### config.mk
export PLATFORM = sky130hd
export DESIGN_NAME = encoder_speed_pi_controller_flat
export DESIGN_NICKNAME = d
export VERILOG_FILES = /design/src/hdl/ecpi_pkg.sv /design/src/hdl/ecpi_req_if.sv /design/src/hdl/ecpi_rsp_if.sv /design/src/hdl/ecpi_queue.sv /design/src/hdl/ecpi_front.sv /design/src/hdl/ecpi_back.sv /design/src/hdl/encoder_speed_pi_controller.sv /design/src/flat_wrapper.sv
export VERILOG_INCLUDE_DIRS = /design/src /design/src/hdl
export SDC_FILE = /design/constraint.sdc
export NUM_CORES = 2
export LEC_CHECK = 0
export BUFFER_PORTS_ARGS = -buffer_cell sky130_fd_sc_hd__buf_4
export CAP_MARGIN = 20
export CORE_MARGIN = 1
export CORE_UTILIZATION = 30
export DETAILED_ROUTE_END_ITERATION = 8
export PLACE_DENSITY = 0.44
export SETUP_SLACK_MARGIN = 0.1
export SLEW_MARGIN = 20
export SYNTH_ARGS = -nofsm -noshare
export SYNTH_HDL_FRONTEND = slang
export SYNTH_SLANG_ARGS = --single-unit
### constraint.sdc
create_clock -name clock -period 9.6 [get_ports clock]
set_input_delay 1.92 -clock clock [delete_from_list [all_inputs] [get_ports clock]]
set_output_delay 1.92 -clock clock [all_outputs]
set_load 0.01 [all_outputs]
### src/hdl/encoder_speed_pi_controller_defines.svh
// ----------------------------------------------------------------------------
// Encoder speed PI controller: assertion macros
// Shared concurrent assertion forms, clocked on clock, disabled in reset.
// ----------------------------------------------------------------------------
`ifndef ENCODER_SPEED_PI_CONTROLLER_DEFINES_SVH
`define ENCODER_SPEED_PI_CONTROLLER_DEFINES_SVH

// Same-cycle implication
`define ECPI_ASSERT_IMPLY(label, ante, cons, msg) \
   label: assert property (@(posedge clock) disable iff (reset) (ante) |-> (cons)) \
      else $error(msg);

// Next-cycle implication
`define ECPI_ASSERT_NEXT(label, ante, cons, msg) \
   label: assert property (@(posedge clock) disable iff (reset) (ante) |=> (cons)) \
      else $error(msg);

`endif

### src/hdl/ecpi_pkg.sv
// ----------------------------------------------------------------------------
// Encoder speed PI controller package
// Configuration layout, register indexes and fixed constants.
// ----------------------------------------------------------------------------
package ecpi_pkg;

   // Register indexes on the csr port
   localparam logic [1:0] CSR_SPEED_NUMERATOR = 2'd0;
   localparam logic [1:0] CSR_TARGET_SPEED    = 2'd1;
   localparam logic [1:0] CSR_KP              = 2'd2;
   localparam logic [1:0] CSR_KI              = 2'd3;

   localparam int NUM_W    = 20;
   localparam int TARGET_W = 16;
   localparam int KP_W     = 12;
   localparam int KI_W     = 16;
   localparam int CSR_W    = 20;

   // Reset values
   localparam logic [NUM_W-1:0]    NUMERATOR_RESET = 20'd96510;
   localparam logic [TARGET_W-1:0] TARGET_RESET    = 16'd8192;
   localparam logic [KP_W-1:0]     KP_RESET        = 12'd300;
   localparam logic [KI_W-1:0]     KI_RESET        = 16'd0;

   // Duty and term limit
   localparam logic [9:0] DUTY_LIMIT = 10'd1023;

   typedef struct packed {
      logic [NUM_W-1:0]    speed_numerator;
      logic [TARGET_W-1:0] target_speed;
      logic [KP_W-1:0]     kp;
      logic [KI_W-1:0]     ki;
   } ecpi_cfg_type;

   // Queue status seen by both sides
   typedef struct packed {
      logic full;
      logic empty;
   } ecpi_qstat_type;

endpackage

### src/hdl/ecpi_req_if.sv
// ----------------------------------------------------------------------------
// Encoder sample channel
// Valid/ready channel carrying one sampled encoder level per item.
// ----------------------------------------------------------------------------
interface ecpi_req_if;
   logic valid;
   logic ready;
   logic encoder_level;

   modport source (output valid, output encoder_level, input ready);
   modport sink   (input valid, input encoder_level, output ready);
endinterface

### src/hdl/ecpi_rsp_if.sv
// ----------------------------------------------------------------------------
// Speed result channel
// Valid/ready channel carrying speed, period and new PWM duty.
// ----------------------------------------------------------------------------
interface ecpi_rsp_if;
   logic        valid;
   logic        ready;
   logic [15:0] speed;
   logic [15:0] period_ticks;
   logic [9:0]  pwm_duty;

   modport source (output valid, output speed, output period_ticks, output pwm_duty,
                   input ready);
   modport sink   (input valid, input speed, input period_ticks, input pwm_duty,
                   output ready);
endinterface

### src/hdl/ecpi_queue.sv
// ----------------------------------------------------------------------------
// Period queue
// Two-entry FIFO of measured periods between the front and back parts.
// ----------------------------------------------------------------------------
`include "encoder_speed_pi_controller_defines.svh"

module ecpi_queue
   import ecpi_pkg::*;
#(
   parameter int W = 16
) (
   input  logic           clock,
   input  logic           reset,
   input  logic           push,
   input  logic [W-1:0]   push_data,
   input  logic           pop,
   output logic [W-1:0]   pop_data,
   output ecpi_qstat_type stat
);

   logic [W-1:0] mem_ff [2];
   logic         wr_ptr_ff, wr_ptr_in;
   logic         rd_ptr_ff, rd_ptr_in;
   logic [1:0]   count_ff, count_in;

   // Pointer and fill count
   always_comb begin
      wr_ptr_in = wr_ptr_ff ^ push;
      rd_ptr_in = rd_ptr_ff ^ pop;
      count_in  = count_ff;
      if (push && !pop) begin
         count_in = count_ff + 2'd1;
      end else if (pop && !push) begin
         count_in = count_ff - 2'd1;
      end
   end

   always_ff @(posedge clock) begin
      if (reset) begin
         wr_ptr_ff <= 1'b0;
         rd_ptr_ff <= 1'b0;
         count_ff  <= 2'd0;
      end else begin
         wr_ptr_ff <= wr_ptr_in;
         rd_ptr_ff <= rd_ptr_in;
         count_ff  <= count_in;
      end
   end

   // Entry storage
   always_ff @(posedge clock) begin
      if (push) begin
         mem_ff[wr_ptr_ff] <= push_data;
      end
   end

   assign pop_data   = mem_ff[rd_ptr_ff];
   assign stat.full  = (count_ff == 2'd2);
   assign stat.empty = (count_ff == 2'd0);

   `ECPI_ASSERT_IMPLY(a_queue_no_underflow, pop, !stat.empty, "pop from empty period queue")

endmodule

### src/hdl/ecpi_front.sv
// ----------------------------------------------------------------------------
// Encoder edge front end
// Accepts level samples, tracks the timing window and queues valid periods.
// ----------------------------------------------------------------------------
`include "encoder_speed_pi_controller_defines.svh"

module ecpi_front
   import ecpi_pkg::*;
#(
   parameter int COUNT_BITS = 16
) (
   input  logic                  clock,
   input  logic                  reset,
   ecpi_req_if.sink              req_ch,
   input  ecpi_qstat_type        qstat,
   output logic                  push,
   output logic [COUNT_BITS-1:0] push_data
);

   localparam logic [COUNT_BITS-1:0] STEADY_MAX = {{(COUNT_BITS-1){1'b1}}, 1'b0};

   logic                  last_ff, last_in;
   logic                  active_ff, active_in;
   logic [COUNT_BITS-1:0] steady_ff, steady_in;
   logic                  accept;
   logic                  closed;

   assign req_ch.ready = !qstat.full;
   assign accept       = req_ch.valid && req_ch.ready;
   assign push_data    = steady_ff + COUNT_BITS'(1);

   // Window tracking per accepted item
   always_comb begin
      last_in   = last_ff;
      active_in = active_ff;
      steady_in = steady_ff;
      closed    = 1'b0;
      push      = 1'b0;
      if (accept) begin
         if (req_ch.encoder_level != last_ff) begin
            if (!active_ff) begin
               active_in = 1'b1;
            end else begin
               active_in = 1'b0;
               closed    = 1'b1;
            end
         end else if (active_ff && (steady_ff != STEADY_MAX)) begin
            steady_in = steady_ff + COUNT_BITS'(1);
         end
         last_in = req_ch.encoder_level;
         // empty window is dropped and keeps its count at zero
         if (closed && (steady_ff != '0)) begin
            push      = 1'b1;
            steady_in = '0;
         end
      end
   end

   always_ff @(posedge clock) begin
      if (reset) begin
         last_ff   <= 1'b0;
         active_ff <= 1'b0;
         steady_ff <= '0;
      end else begin
         last_ff   <= last_in;
         active_ff <= active_in;
         steady_ff <= steady_in;
      end
   end

   `ECPI_ASSERT_NEXT(a_push_closes_window, push, !active_ff, "period queued with window open")
   `ECPI_ASSERT_IMPLY(a_push_has_room, push, !qstat.full, "period pushed into full queue")

endmodule

### src/hdl/ecpi_back.sv
// ----------------------------------------------------------------------------
// Speed and PI back end
// Divides the numerator by the period, then runs one PI step per period.
// ----------------------------------------------------------------------------
`include "encoder_speed_pi_controller_defines.svh"

module ecpi_back
   import ecpi_pkg::*;
#(
   parameter int COUNT_BITS      = 16,
   parameter int SPEED_FRAC_BITS = 12
) (
   input  logic                  clock,
   input  logic                  reset,
   input  ecpi_cfg_type          cfg,
   input  ecpi_qstat_type        qstat,
   input  logic [COUNT_BITS-1:0] pop_data,
   output logic                  pop,
   ecpi_rsp_if.source            rsp_ch
);

   localparam int I_SHIFT = SPEED_FRAC_BITS + 10;
   localparam int CNT_W   = $clog2(NUM_W);
   localparam int MAG_W   = 16 + COUNT_BITS;
   localparam int PROD_W  = MAG_W + KI_W;
   localparam int QM_W    = 63 - I_SHIFT;
   localparam int Q_W     = QM_W + 1;
   localparam int SUM_W   = Q_W + 1;

   localparam logic [63:0]            PROD_SAT = 64'h4000_0000_0000_0000;
   localparam logic [62:0]            ROUND    = 63'((64'd1 << I_SHIFT) - 64'd1);
   localparam logic signed [SUM_W-1:0] SUM_MAX = SUM_W'(64'sd2147483647);
   localparam logic signed [SUM_W-1:0] SUM_MIN = -SUM_MAX - SUM_W'(1);

   // Sequencer states
   localparam logic [2:0] S_IDLE = 3'd0;
   localparam logic [2:0] S_DIV  = 3'd1;
   localparam logic [2:0] S_SPD  = 3'd2;
   localparam logic [2:0] S_MUL1 = 3'd3;
   localparam logic [2:0] S_MUL2 = 3'd4;
   localparam logic [2:0] S_QST  = 3'd5;
   localparam logic [2:0] S_SUM  = 3'd6;
   localparam logic [2:0] S_DUTY = 3'd7;

   logic [2:0]              state_ff, state_in;
   logic [CNT_W-1:0]        cnt_ff, cnt_in;
   logic [COUNT_BITS-1:0]   period_ff, period_in;
   logic [COUNT_BITS:0]     rem_ff, rem_in;
   logic [NUM_W-1:0]        quo_ff, quo_in;
   logic [15:0]             speed_ff, speed_in;
   logic signed [16:0]      err_ff, err_in;
   logic signed [29:0]      pprod_ff, pprod_in;
   logic [MAG_W-1:0]        mag_ff, mag_in;
   logic [62:0]             prod_ff, prod_in;
   logic signed [10:0]      pterm_ff, pterm_in;
   logic signed [Q_W-1:0]   qterm_ff, qterm_in;
   logic signed [31:0]      integral_ff, integral_in;
   logic                    out_valid_ff, out_valid_in;
   logic [15:0]             out_speed_ff, out_speed_in;
   logic [15:0]             out_period_ff, out_period_in;
   logic [9:0]              out_duty_ff, out_duty_in;

   logic [COUNT_BITS:0]     rem_shift;
   logic                    rem_ge;
   logic [15:0]             speed_sat;
   logic [15:0]             err_abs;
   logic [PROD_W-1:0]       prod_full;
   logic signed [29:0]      pshift;
   logic [62:0]             prod_round;
   logic [QM_W-1:0]         qmag;
   logic signed [SUM_W-1:0] sum;
   logic signed [10:0]      iterm;
   logic signed [11:0]      total;
   logic [11:0]             total_abs;
   logic                    out_free;

   // Restoring divide step
   assign rem_shift = {rem_ff[COUNT_BITS-1:0], quo_ff[NUM_W-1]};
   assign rem_ge    = (rem_shift >= {1'b0, period_ff});

   assign speed_sat = (quo_ff > NUM_W'(16'hFFFF)) ? 16'hFFFF : quo_ff[15:0];
   assign err_abs   = err_ff[16] ? 16'(-err_ff) : 16'(err_ff);
   assign prod_full = mag_ff * cfg.ki;
   assign pshift    = pprod_ff >>> SPEED_FRAC_BITS;

   // Ceiling shift of the magnitude for negative errors gives floor of the value
   assign prod_round = err_ff[16] ? (prod_ff + ROUND) : prod_ff;
   assign qmag       = prod_round[62:I_SHIFT];

   assign sum = SUM_W'(integral_ff) + SUM_W'(qterm_ff);

   // Output terms
   always_comb begin
      if (integral_ff > 32'sd1023) begin
         iterm = 11'sd1023;
      end else if (integral_ff < -32'sd1023) begin
         iterm = -11'sd1023;
      end else begin
         iterm = 11'(integral_ff);
      end
      total     = 12'(pterm_ff) + 12'(iterm);
      total_abs = total[11] ? 12'(-total) : 12'(total);
   end

   assign out_free = !out_valid_ff || rsp_ch.ready;
   assign pop      = (state_ff == S_IDLE) && !qstat.empty;

   // Sequencer
   always_comb begin
      state_in      = state_ff;
      cnt_in        = cnt_ff;
      period_in     = period_ff;
      rem_in        = rem_ff;
      quo_in        = quo_ff;
      speed_in      = speed_ff;
      err_in        = err_ff;
      pprod_in      = pprod_ff;
      mag_in        = mag_ff;
      prod_in       = prod_ff;
      pterm_in      = pterm_ff;
      qterm_in      = qterm_ff;
      integral_in   = integral_ff;
      out_valid_in  = out_valid_ff && !rsp_ch.ready;
      out_speed_in  = out_speed_ff;
      out_period_in = out_period_ff;
      out_duty_in   = out_duty_ff;
      unique case (state_ff)
         S_IDLE: begin
            if (pop) begin
               period_in = pop_data;
               rem_in    = '0;
               quo_in    = cfg.speed_numerator;
               cnt_in    = '0;
               state_in  = S_DIV;
            end
         end
         S_DIV: begin
            rem_in = rem_ge ? (rem_shift - {1'b0, period_ff}) : rem_shift;
            quo_in = {quo_ff[NUM_W-2:0], rem_ge};
            cnt_in = cnt_ff + CNT_W'(1);
            if (cnt_ff == CNT_W'(NUM_W - 1)) begin
               state_in = S_SPD;
            end
         end
         S_SPD: begin
            speed_in = speed_sat;
            err_in   = $signed({1'b0, cfg.target_speed}) - $signed({1'b0, speed_sat});
            state_in = S_MUL1;
         end
         S_MUL1: begin
            pprod_in = err_ff * $signed({1'b0, cfg.kp});
            mag_in   = err_abs * period_ff;
            state_in = S_MUL2;
         end
         S_MUL2: begin
            prod_in = (64'(prod_full) > PROD_SAT) ? 63'(PROD_SAT) : 63'(prod_full);
            if (pshift > 30'sd1023) begin
               pterm_in = 11'sd1023;
            end else if (pshift < -30'sd1023) begin
               pterm_in = -11'sd1023;
            end else begin
               pterm_in = 11'(pshift);
            end
            state_in = S_QST;
         end
         S_QST: begin
            qterm_in = err_ff[16] ? -$signed({1'b0, qmag}) : $signed({1'b0, qmag});
            state_in = S_SUM;
         end
         S_SUM: begin
            if (sum > SUM_MAX) begin
               integral_in = 32'(SUM_MAX);
            end else if (sum < SUM_MIN) begin
               integral_in = 32'(SUM_MIN);
            end else begin
               integral_in = 32'(sum);
            end
            state_in = S_DUTY;
         end
         S_DUTY: begin
            if (out_free) begin
               out_valid_in  = 1'b1;
               out_speed_in  = speed_ff;
               out_period_in = (33'(period_ff) > 33'(16'hFFFF)) ? 16'hFFFF
                                                                 : 16'(period_ff);
               out_duty_in   = (total_abs > 12'(DUTY_LIMIT)) ? DUTY_LIMIT
                                                             : total_abs[9:0];
               state_in      = S_IDLE;
            end
         end
         default: begin
            state_in = S_IDLE;
         end
      endcase
   end

   always_ff @(posedge clock) begin
      if (reset) begin
         state_ff     <= S_IDLE;
         integral_ff  <= '0;
         out_valid_ff <= 1'b0;
      end else begin
         state_ff     <= state_in;
         integral_ff  <= integral_in;
         out_valid_ff <= out_valid_in;
      end
   end

   // Datapath registers
   always_ff @(posedge clock) begin
      cnt_ff        <= cnt_in;
      period_ff     <= period_in;
      rem_ff        <= rem_in;
      quo_ff        <= quo_in;
      speed_ff      <= speed_in;
      err_ff        <= err_in;
      pprod_ff      <= pprod_in;
      mag_ff        <= mag_in;
      prod_ff       <= prod_in;
      pterm_ff      <= pterm_in;
      qterm_ff      <= qterm_in;
      out_speed_ff  <= out_speed_in;
      out_period_ff <= out_period_in;
      out_duty_ff   <= out_duty_in;
   end

   assign rsp_ch.valid        = out_valid_ff;
   assign rsp_ch.speed        = out_speed_ff;
   assign rsp_ch.period_ticks = out_period_ff;
   assign rsp_ch.pwm_duty     = out_duty_ff;

   `ECPI_ASSERT_IMPLY(a_result_ends_item, $rose(out_valid_ff), state_ff == S_IDLE, "result without return to idle")

endmodule

### src/hdl/encoder_speed_pi_controller.sv
// A valid period is pushed into the period queue when the item that closes its window is accepted.
// Throughput: one encoder item per cycle while the two-entry period queue has room.
// The back end pops a period only in idle, then runs the 20-step restoring divider and the PI states.
// A window needs at least three items, so closely spaced windows fill the queue and stall input.
// Reset: synchronous, active high; clears window state, integral and queue,
// and returns the registers to their documented defaults.
// ----------------------------------------------------------------------------
// Encoder speed PI controller
// Measures the encoder half period and updates the PWM duty with a PI step.
// ----------------------------------------------------------------------------
module encoder_speed_pi_controller
   import ecpi_pkg::*;
#(
   parameter int COUNT_BITS      = 16,
   parameter int SPEED_FRAC_BITS = 12
) (
   input  logic             clock,
   input  logic             reset,
   ecpi_req_if.sink         req_ch,
   ecpi_rsp_if.source       rsp_ch,
   input  logic             csr_write_en,
   input  logic [1:0]       csr_index,
   input  logic [CSR_W-1:0] csr_wdata
);

   ecpi_cfg_type          cfg_ff, cfg_in;
   ecpi_qstat_type        qstat;
   logic                  push;
   logic                  pop;
   logic [COUNT_BITS-1:0] push_data;
   logic [COUNT_BITS-1:0] pop_data;

   // Register writes
   always_comb begin
      cfg_in = cfg_ff;
      if (csr_write_en) begin
         unique case (csr_index)
            CSR_SPEED_NUMERATOR: cfg_in.speed_numerator = csr_wdata[NUM_W-1:0];
            CSR_TARGET_SPEED:    cfg_in.target_speed    = csr_wdata[TARGET_W-1:0];
            CSR_KP:              cfg_in.kp              = csr_wdata[KP_W-1:0];
            CSR_KI:              cfg_in.ki              = csr_wdata[KI_W-1:0];
            default:             cfg_in = cfg_ff;
         endcase
      end
   end

   always_ff @(posedge clock) begin
      if (reset) begin
         cfg_ff.speed_numerator <= NUMERATOR_RESET;
         cfg_ff.target_speed    <= TARGET_RESET;
         cfg_ff.kp              <= KP_RESET;
         cfg_ff.ki              <= KI_RESET;
      end else begin
         cfg_ff <= cfg_in;
      end
   end

   ecpi_front #(
      .COUNT_BITS (COUNT_BITS)
   ) u_front (
      .clock     (clock),
      .reset     (reset),
      .req_ch    (req_ch),
      .qstat     (qstat),
      .push      (push),
      .push_data (push_data)
   );

   ecpi_queue #(
      .W (COUNT_BITS)
   ) u_queue (
      .clock     (clock),
      .reset     (reset),
      .push      (push),
      .push_data (push_data),
      .pop       (pop),
      .pop_data  (pop_data),
      .stat      (qstat)
   );

   ecpi_back #(
      .COUNT_BITS      (COUNT_BITS),
      .SPEED_FRAC_BITS (SPEED_FRAC_BITS)
   ) u_back (
      .clock    (clock),
      .reset    (reset),
      .cfg      (cfg_ff),
      .qstat    (qstat),
      .pop_data (pop_data),
      .pop      (pop),
      .rsp_ch   (rsp_ch)
   );

endmodule

### src/flat_wrapper.sv
// flat-port wrapper written by rule: the top's interface ports become plain ports
module encoder_speed_pi_controller_flat import ecpi_pkg::*;
#(
   parameter int COUNT_BITS      = 16,
   parameter int SPEED_FRAC_BITS = 12
)
  (clock, reset, csr_write_en, csr_index, csr_wdata, req_ch_valid, req_ch_encoder_level, req_ch_ready, rsp_ch_valid, rsp_ch_speed, rsp_ch_period_ticks, rsp_ch_pwm_duty, rsp_ch_ready);
  ecpi_req_if req_ch_i ();
  ecpi_rsp_if rsp_ch_i ();
  input  logic clock;
  input  logic reset;
  input  logic csr_write_en;
  input  logic [1:0] csr_index;
  input  logic [CSR_W-1:0] csr_wdata;
  input wire logic [$bits(req_ch_i.valid)-1:0] req_ch_valid;
  input wire logic [$bits(req_ch_i.encoder_level)-1:0] req_ch_encoder_level;
  output wire logic [$bits(req_ch_i.ready)-1:0] req_ch_ready;
  output wire logic [$bits(rsp_ch_i.valid)-1:0] rsp_ch_valid;
  output wire logic [$bits(rsp_ch_i.speed)-1:0] rsp_ch_speed;
  output wire logic [$bits(rsp_ch_i.period_ticks)-1:0] rsp_ch_period_ticks;
  output wire logic [$bits(rsp_ch_i.pwm_duty)-1:0] rsp_ch_pwm_duty;
  input wire logic [$bits(rsp_ch_i.ready)-1:0] rsp_ch_ready;
  assign req_ch_i.valid = req_ch_valid;
  assign req_ch_i.encoder_level = req_ch_encoder_level;
  assign req_ch_ready = req_ch_i.ready;
  assign rsp_ch_valid = rsp_ch_i.valid;
  assign rsp_ch_speed = rsp_ch_i.speed;
  assign rsp_ch_period_ticks = rsp_ch_i.period_ticks;
  assign rsp_ch_pwm_duty = rsp_ch_i.pwm_duty;
  assign rsp_ch_i.ready = rsp_ch_ready;
  encoder_speed_pi_controller #(.COUNT_BITS(COUNT_BITS), .SPEED_FRAC_BITS(SPEED_FRAC_BITS)) u_core (.clock(clock), .reset(reset), .req_ch(req_ch_i), .rsp_ch(rsp_ch_i), .csr_write_en(csr_write_en), .csr_index(csr_index), .csr_wdata(csr_wdata));
endmodule
# Word-level counts from Yosys, hierarchy flattened
# Memory sizes are Yosys's and may differ from the RTL's. A register that Yosys moved wholly into a read port is not among the register bits.
# Index checks and enable logic that the tools add are counted.
[word_totals] register_bits=401 ramBits=32 in_bits=28 output_inout_bits=44 wordCells=141 memories=1
[mem_list] memory="u_core.u_queue.mem_ff" words=2 width=16 rd=1 rd_clocked_by_memory_dff=1 write_ports=1 line_no="ecpi_queue.sv:21" source="logic [W-1:0] mem_ff [2];"
[op_classes] n_addsub=12 n_mul=3 n_lt_le_gt_ge=9 eq_ne=18 n_mux=36 n_bitwise=2 reduce_logical=32
[op_table] operator="$mux W16" n=7
[op_table] operator="$mux W32" n=2
[op_table] operator="$add A48 B22 Y49 const B" n=1
[op_table] operator="$mux W49" n=1
[op_table] operator="$mul A32 B16 Y48" n=1
[op_table] operator="$add A32 B42 Y43" n=1
[op_table] operator="$gt A43 B32 Y1 const B" n=1
[op_table] operator="$lt A43 B32 Y1 const B" n=1
[op_table] operator="$neg A27 Y42" n=1
[op_table] operator="$mux W41" n=1
[op_table] operator="$pmux W20 S2" n=1
[op_table] operator="$mux W11" n=3
[op_table] operator="$gt A32 B11 Y1 const B" n=1
[op_table] operator="$lt A32 B11 Y1 const B" n=1
[op_table] operator="$mul A16 B16 Y32" n=1
[op_table] operator="$pmux W16 S2" n=1
[op_table] operator="$mul A17 B13 Y30" n=1
[op_table] operator="$pmux W3 S8" n=1
[op_table] operator="$gt A20 B16 Y1 const B" n=1
[op_table] operator="$mux W20" n=1
[op_table] operator="$gt A18 B11 Y1 const B" n=1
[op_table] operator="$lt A18 B11 Y1 const B" n=1
[op_table] operator="$ge A17 B16 Y1" n=1
[op_table] operator="$sub A16 B16 Y17" n=1
[op_table] operator="other kinds (36)" n=79

# Longest topological paths before layout
[depth] depth_word=11 mapped_depth=32 ltp_nobuf=30

# Cells and area by module
# A second synthesis with hierarchy kept.
[unflattened] cells_unflattened=5584 hier_area_um2=53022.1
[by_module_without_submodules] mod="ecpi_back" instances=1 cells_per_inst=5111 area_per_inst_um2=47827.1 seq_area_each_um2=9218.8
[by_module_without_submodules] mod="encoder_speed_pi_controller" instances=1 cells_per_inst=246 area_per_inst_um2=2611.3 seq_area_each_um2=1281.2
[by_module_without_submodules] mod="ecpi_queue" instances=1 cells_per_inst=70 area_per_inst_um2=1345.0 seq_area_each_um2=1041.0
[by_module_without_submodules] mod="ecpi_front" instances=1 cells_per_inst=157 area_per_inst_um2=1238.7 seq_area_each_um2=360.3

# Worst setup path before layout
# Ideal clock, no wire load.
[synth_timing] path_type="reg-to-reg" startpoint="register u_core.u_back.err_ff[0]" endpoint="register u_core.u_back.mag_ff[30], data pin" setup_time_ns=0.258 t_arrival_ns=7.528 t_required_ns=9.342 slack_ns=1.814 path_stages_with_launch=31 n_path_buf=3 synth_period_minus_slack_ns=7.786 path_cell_list="edfxtp_1 clkbuf_1 inv_1 clkbuf_1 ha_1 nand2b_1 or3_1 o41ai_1 xnor2_1 clkbuf_1 nand2_1 fa_1 fa_1 fa_1 inv_1 fa_1 fa_1 inv_1 fa_1 inv_1 ha_1 and3_1 nand2_1 o31ai_1 o211ai_1 a41oi_1 o2111ai_1 a31oi_1 a21o_1 a21oi_1 xnor2_1"
[synth_via] elab_chain_len=3
[synth_lines] item="start: declaration" line_no="ecpi_back.sv:51" source="logic signed [16:0] err_ff, err_in;"
[synth_lines] item="start signal: assignment" line_no="ecpi_back.sv:216" source="err_ff <= err_in;"
[synth_lines] item="$neg A16 Y16" line_no="ecpi_back.sv:82" source="assign err_abs = err_ff[16] ? 16'(-err_ff) : 16'(err_ff);"
[synth_lines] item="$mux W16 (*)" line_no="ecpi_back.sv:82"
[synth_lines] item="$mul A16 B16 Y32 (*)" line_no="ecpi_back.sv:152" source="mag_in = err_abs * period_ff;"
[synth_lines] item="end signal: assignment" line_no="ecpi_back.sv:218" source="mag_ff <= mag_in;"
[synth_lines] item="end: declaration" line_no="ecpi_back.sv:53" source="logic [MAG_W-1:0] mag_ff, mag_in;"
# Mark *: on every way between the ends. The rest lies on a longest branch, timed or not.
# A chain may end at the register's enable or synchronous reset.

# Worst setup path in the final report
[layout_timing] startpoint="register u_core.u_back.err_ff[6]" endpoint="register u_core.u_back.mag_ff[30], data pin"
# Same word-level chain as after synthesis.

==> flow_summary.yaml <==
outcome:
  outcome: "complete, no violations"
cts:
  ctsRootBufferMaster: "sky130_fd_sc_hd__clkbuf_16"
  cts_tree: "done"
  holdBufCountCts: 0
  cts.sink_count: 437
  max-clock-path-buffers: 3
  clock_latency_ns: 0.72
  cts_max_level: 2
  number_of_gates_resized_after_cts: 0
  post_cts.repair.setup_buffers: 0
  clk_pin_slew_ns: 0.06
  cts-buffers-inserted: 56
hold_path:
  timing.hold.worst.class: "reg2reg"
logic_synthesis:
  synth_top_cell_by_area: "sky130_fd_sc_hd__fa_1"
  synth_commonest_cells: "sky130_fd_sc_hd__inv_1 (1032), sky130_fd_sc_hd__nand2_1 (833), sky130_fd_sc_hd__fa_1 (803), sky130_fd_sc_hd__ha_1 (384), sky130_fd_sc_hd__and2_1 (373)"
  synth_most_common_cell: "sky130_fd_sc_hd__inv_1"
  synthArstFlopShare_pct: 0
  netlist_top_cells_area: "sky130_fd_sc_hd__fa_1 (30%), sky130_fd_sc_hd__edfxtp_1 (18%), sky130_fd_sc_hd__ha_1 (9.1%), sky130_fd_sc_hd__inv_1 (7.3%), sky130_fd_sc_hd__nand2_1 (5.9%)"
  yosys_most_used_dff: "sky130_fd_sc_hd__edfxtp_1"
  syn_nets: 6821
  synthDominantCellAreaShare_pct: 30.3
  synth-seq-area-share_pct: 22.5
  syn_inst: 5606
  synth.yosys.warnings: 0
  synthesis.area_per_instance_um2: 9.45
  synth.distinct_cells: 85
  netlist_area_um2: 53000
  synth-seq-cells: 437
  synth_enable_flop_cells: 315
setup_path:
  critical_path.slowest_cell: "sky130_fd_sc_hd__edfxtp_1"
  timing.critical_path.required_ns: 10.06
  cell_family_contributing_the_most_delay_on_the_critical_path: "adder cells"
  timing.critical_path.to_type: "register"
  critical_path.most_common_cell: "sky130_fd_sc_hd__fa_1"
  worst-endpoint-arrival_ns: 8.70
  worst-path-max-fanout: 16
  timing_worst_setup_path_type: "reg2reg"
  setup.worst_path.start_class: "register"
  critPathMaxStageDelay_ns: 0.63
  timing.critical_path.buf_inv: 4
pwr:
  pwr_density_cell_nw_per_um2: 324
  p_clk_share_pct: 12.0
  p_leak_nw: 26.5
  internal_power_w: 0.00966
  vdd.ir_drop.worst_mv: 1.23
  power_frac_comb_pct: 71.4
  power.net_switching_w: 0.00925
  fraction_of_power_consumed_by_sequential_logic_pct: 16.6
  power.switching_fraction_pct: 48.9
sta:
  timing_hold_violations_final: 0
  max_clock_skew_ns: 0.0827
  worst_slew_pin_slew_ns: 1.12
  final_layout_setup_total_negative_slack_ns: 0
  slew-limit-headroom_pct: 25.1
  max_freq_ghz: 0.121
  rsz0062_at_grt: "false"
  final_period_minus_worst_setup_slack_ns: 8.24
  final_min_period_over_clock_period_pct: 85.8
  final-max-slew-violation-count: 0
  setup_viol: 0
floorplanning:
  top_level_ports: 72
  die_h_um: 422
  die-area_um2: 178000
  die_width_um: 422
  placementRows: 153
  initial_cell_density_of_the_core_pct: 30.4
  placeableCoreArea_um2: 175000
layout:
  filler_cells_inserted: 18200
  num-nets-final: 6810
  n_antenna_cell: 0
  area_delta_synth_final_pct: 9.96
  drive_above_1_share_pct: 6.70
  layoutNonFillerInstCount: 7968
placement:
  placed_cells: 7862
  gp_routability_congestion: 0.869
  port_buffers: 71
  dpl.hpwl_mm: 125
grt:
  grt_max_degree: 51
  vias_in_the_first_global_route: 40400
  antenna_found_initial: 3
  first_pass_grt_wire_length_mm: 248
  grtUsageTotal_pct: 18.0
  grt.overflow.total: 0
route:
  drt_pre_antenna_iters: 5
  highest_layer: "met5"
  avgRoutedWirePerCell_um: 19.9
  met3_wl_post_dr_mm: 5.48
  dr.first_iter.drc_count: 1948
  totalWireLength_mm: 158
  detailroute.wirelength.met2_mm: 75.3
  detail-route-antenna-nets: 0
  remaining_drc_errors: 0
  via_count: 37700
  drt-met1-wl_mm: 73.4
  drt-vias-per-instance: 4.73
run:
  number_of_max_cap_violations: 0
[registers in the layout, summed over array words and instances (netlist names), 2 cells and up]
signal	cells
u_core.cfg_ff	64
u_core.u_back.cnt_ff	5
u_core.u_back.err_ff	17
u_core.u_back.integral_ff	32
u_core.u_back.mag_ff	32
u_core.u_back.period_ff	16
u_core.u_back.pprod_ff	18
u_core.u_back.prod_ff	48
u_core.u_back.pterm_ff	11
u_core.u_back.qterm_ff	42
u_core.u_back.quo_ff	20
u_core.u_back.rem_ff	16
u_core.u_back.rsp_ch.period_ticks	16
u_core.u_back.rsp_ch.pwm_duty	10
u_core.u_back.rsp_ch.speed	16
u_core.u_back.speed_ff	16
u_core.u_back.state_ff	3
u_core.u_front.steady_ff	16
u_core.u_queue.count_ff	2
u_core.u_queue.mem_ff	32
[worst paths after layout]
| check | startpoint | end | slack (ns) | depth (start not counted) |
|---|---|---|---|---|
| min reg2reg | u_core.u_back.speed_ff[15] | u_core.u_back.rsp_ch.speed[15] | 0.42 | 0 |
| min | u_core.u_back.speed_ff[15] | u_core.u_back.rsp_ch.speed[15] | 0.42 | 0 |
| max | u_core.u_back.err_ff[6] | u_core.u_back.mag_ff[30] | 1.36 | 27 |
| max reg2reg | u_core.u_back.err_ff[6] | u_core.u_back.mag_ff[30] | 1.36 | 27 |
[layer usage]
layer | up-vias | GRT usage [%]
met1 | 19200 | 24.4
met2 | 632 | 30.5
met5 | - | 0
met3 | 169 | 1.84
li1 | 17700 | -
met4 | 2 | 4.67
[metrics by stage]
stage | hold WS [ns] | setup slack, ns | utilization [%] | area (um^2) | power (W)
2_1_floorplan | 0.400 | 1.81 | - | 53000 | 0.0130
3_3_place_gp | 0.406 | 1.44 | 32.3 | 56300 | 0.0170
3_5_place_dp | 0.406 | 1.41 | 32.3 | 56300 | 0.0168
4_1_cts | 0.424 | 1.38 | 33.4 | 58300 | 0.0193
5_1_grt | 0.421 | 0.806 | 33.4 | 58300 | 0.0212
6_report | 0.421 | 1.36 | 33.4 | 58300 | 0.0189
[power groups by stage]
stage / clock (W) / combinational [W] / sequential, W
after global placement: 0 / 0.0138 / 0.00318
after CTS: 0.00234 / 0.0138 / 0.00314
after global routing: 0.00240 / 0.0156 / 0.00316
after floorplan: 0 / 0.00996 / 0.00301
final: 0.00226 / 0.0135 / 0.00314
after detailed placement: 0 / 0.0136 / 0.00318
[cell usage in the layout, fill, tap and decap left out, drive strengths merged, types with 15 or more instances in the layout]
cell | netlist | routed
nand3 | 58 | 58
and2 | 373 | 373
buf | 13 | 167
fa | 803 | 803
nor3 | 45 | 45
xor2 | 73 | 73
mux2i | 17 | 17
o21ai | 136 | 136
a21oi | 205 | 205
a21o | 80 | 80
clkinv | 0 | 17
mux2 | 39 | 39
edfxtp | 315 | 315
a211oi | 48 | 48
inv | 1032 | 1038
nor2b | 30 | 30
nand2b | 40 | 40
o31ai | 16 | 16
o21bai | 23 | 23
a31oi | 16 | 16
nand4 | 40 | 40
clkbuf | 223 | 77
nand2 | 833 | 833
nor2 | 229 | 229
nand3b | 24 | 24
ha | 384 | 384
and3 | 19 | 19
or4 | 15 | 15
dfxtp | 122 | 122
xnor2 | 151 | 151
o21a | 25 | 25
nor4 | 26 | 26
[cell type report]
cell class	instances	area [um^2]	share of cell area [%]
Multi-Input combinational cell	3901	36400	62.4
Sequential cell	437	11900	20.4
Inverter	1032	3870	6.65
Tap cell	2325	2910	4.99
Clock buffer	77	1610	2.77
Timing Repair Buffer	167	1250	2.15
Clock inverter	29	353	0.605
[worst register-to-register path, cell delays in order (launching register included)]
cell,delay (ns)
sky130_fd_sc_hd__edfxtp_1,0.63
sky130_fd_sc_hd__nor4_1,0.35
sky130_fd_sc_hd__nand2b_1,0.15
sky130_fd_sc_hd__o31ai_1,0.56
sky130_fd_sc_hd__nand2_1,0.13
sky130_fd_sc_hd__xor2_1,0.16
sky130_fd_sc_hd__buf_4,0.27
sky130_fd_sc_hd__nand2_1,0.11
sky130_fd_sc_hd__fa_1,0.55
sky130_fd_sc_hd__fa_1,0.43
sky130_fd_sc_hd__fa_1,0.51
sky130_fd_sc_hd__inv_1,0.05
sky130_fd_sc_hd__fa_1,0.46
sky130_fd_sc_hd__fa_1,0.54
sky130_fd_sc_hd__inv_1,0.05
sky130_fd_sc_hd__fa_1,0.53
sky130_fd_sc_hd__inv_1,0.05
sky130_fd_sc_hd__ha_1,0.35
sky130_fd_sc_hd__and3_1,0.22
sky130_fd_sc_hd__nand2_1,0.07
sky130_fd_sc_hd__o31ai_1,0.45
sky130_fd_sc_hd__o211ai_1,0.21
sky130_fd_sc_hd__a41oi_1,0.38
sky130_fd_sc_hd__o2111ai_1,0.18
sky130_fd_sc_hd__a31oi_1,0.23
sky130_fd_sc_hd__a21o_1,0.15
sky130_fd_sc_hd__a21oi_1,0.07
sky130_fd_sc_hd__xnor2_1,0.13
[cell families after synthesis]
| logic type | count (synthesis) | share of synthesized area [%] |
|---|---|---|
| compound gates | 647 | 8.15 |
| xor+xnor | 224 | 3.70 |
| fa+ha+maj | 1187 | 39.4 |
| buf+inv | 1268 | 9.05 |
| flops | 437 | 22.5 |
| mux | 56 | 1.15 |
| simple gates | 1787 | 16.1 |
Note: power is estimated with default switching activity, not from simulation.
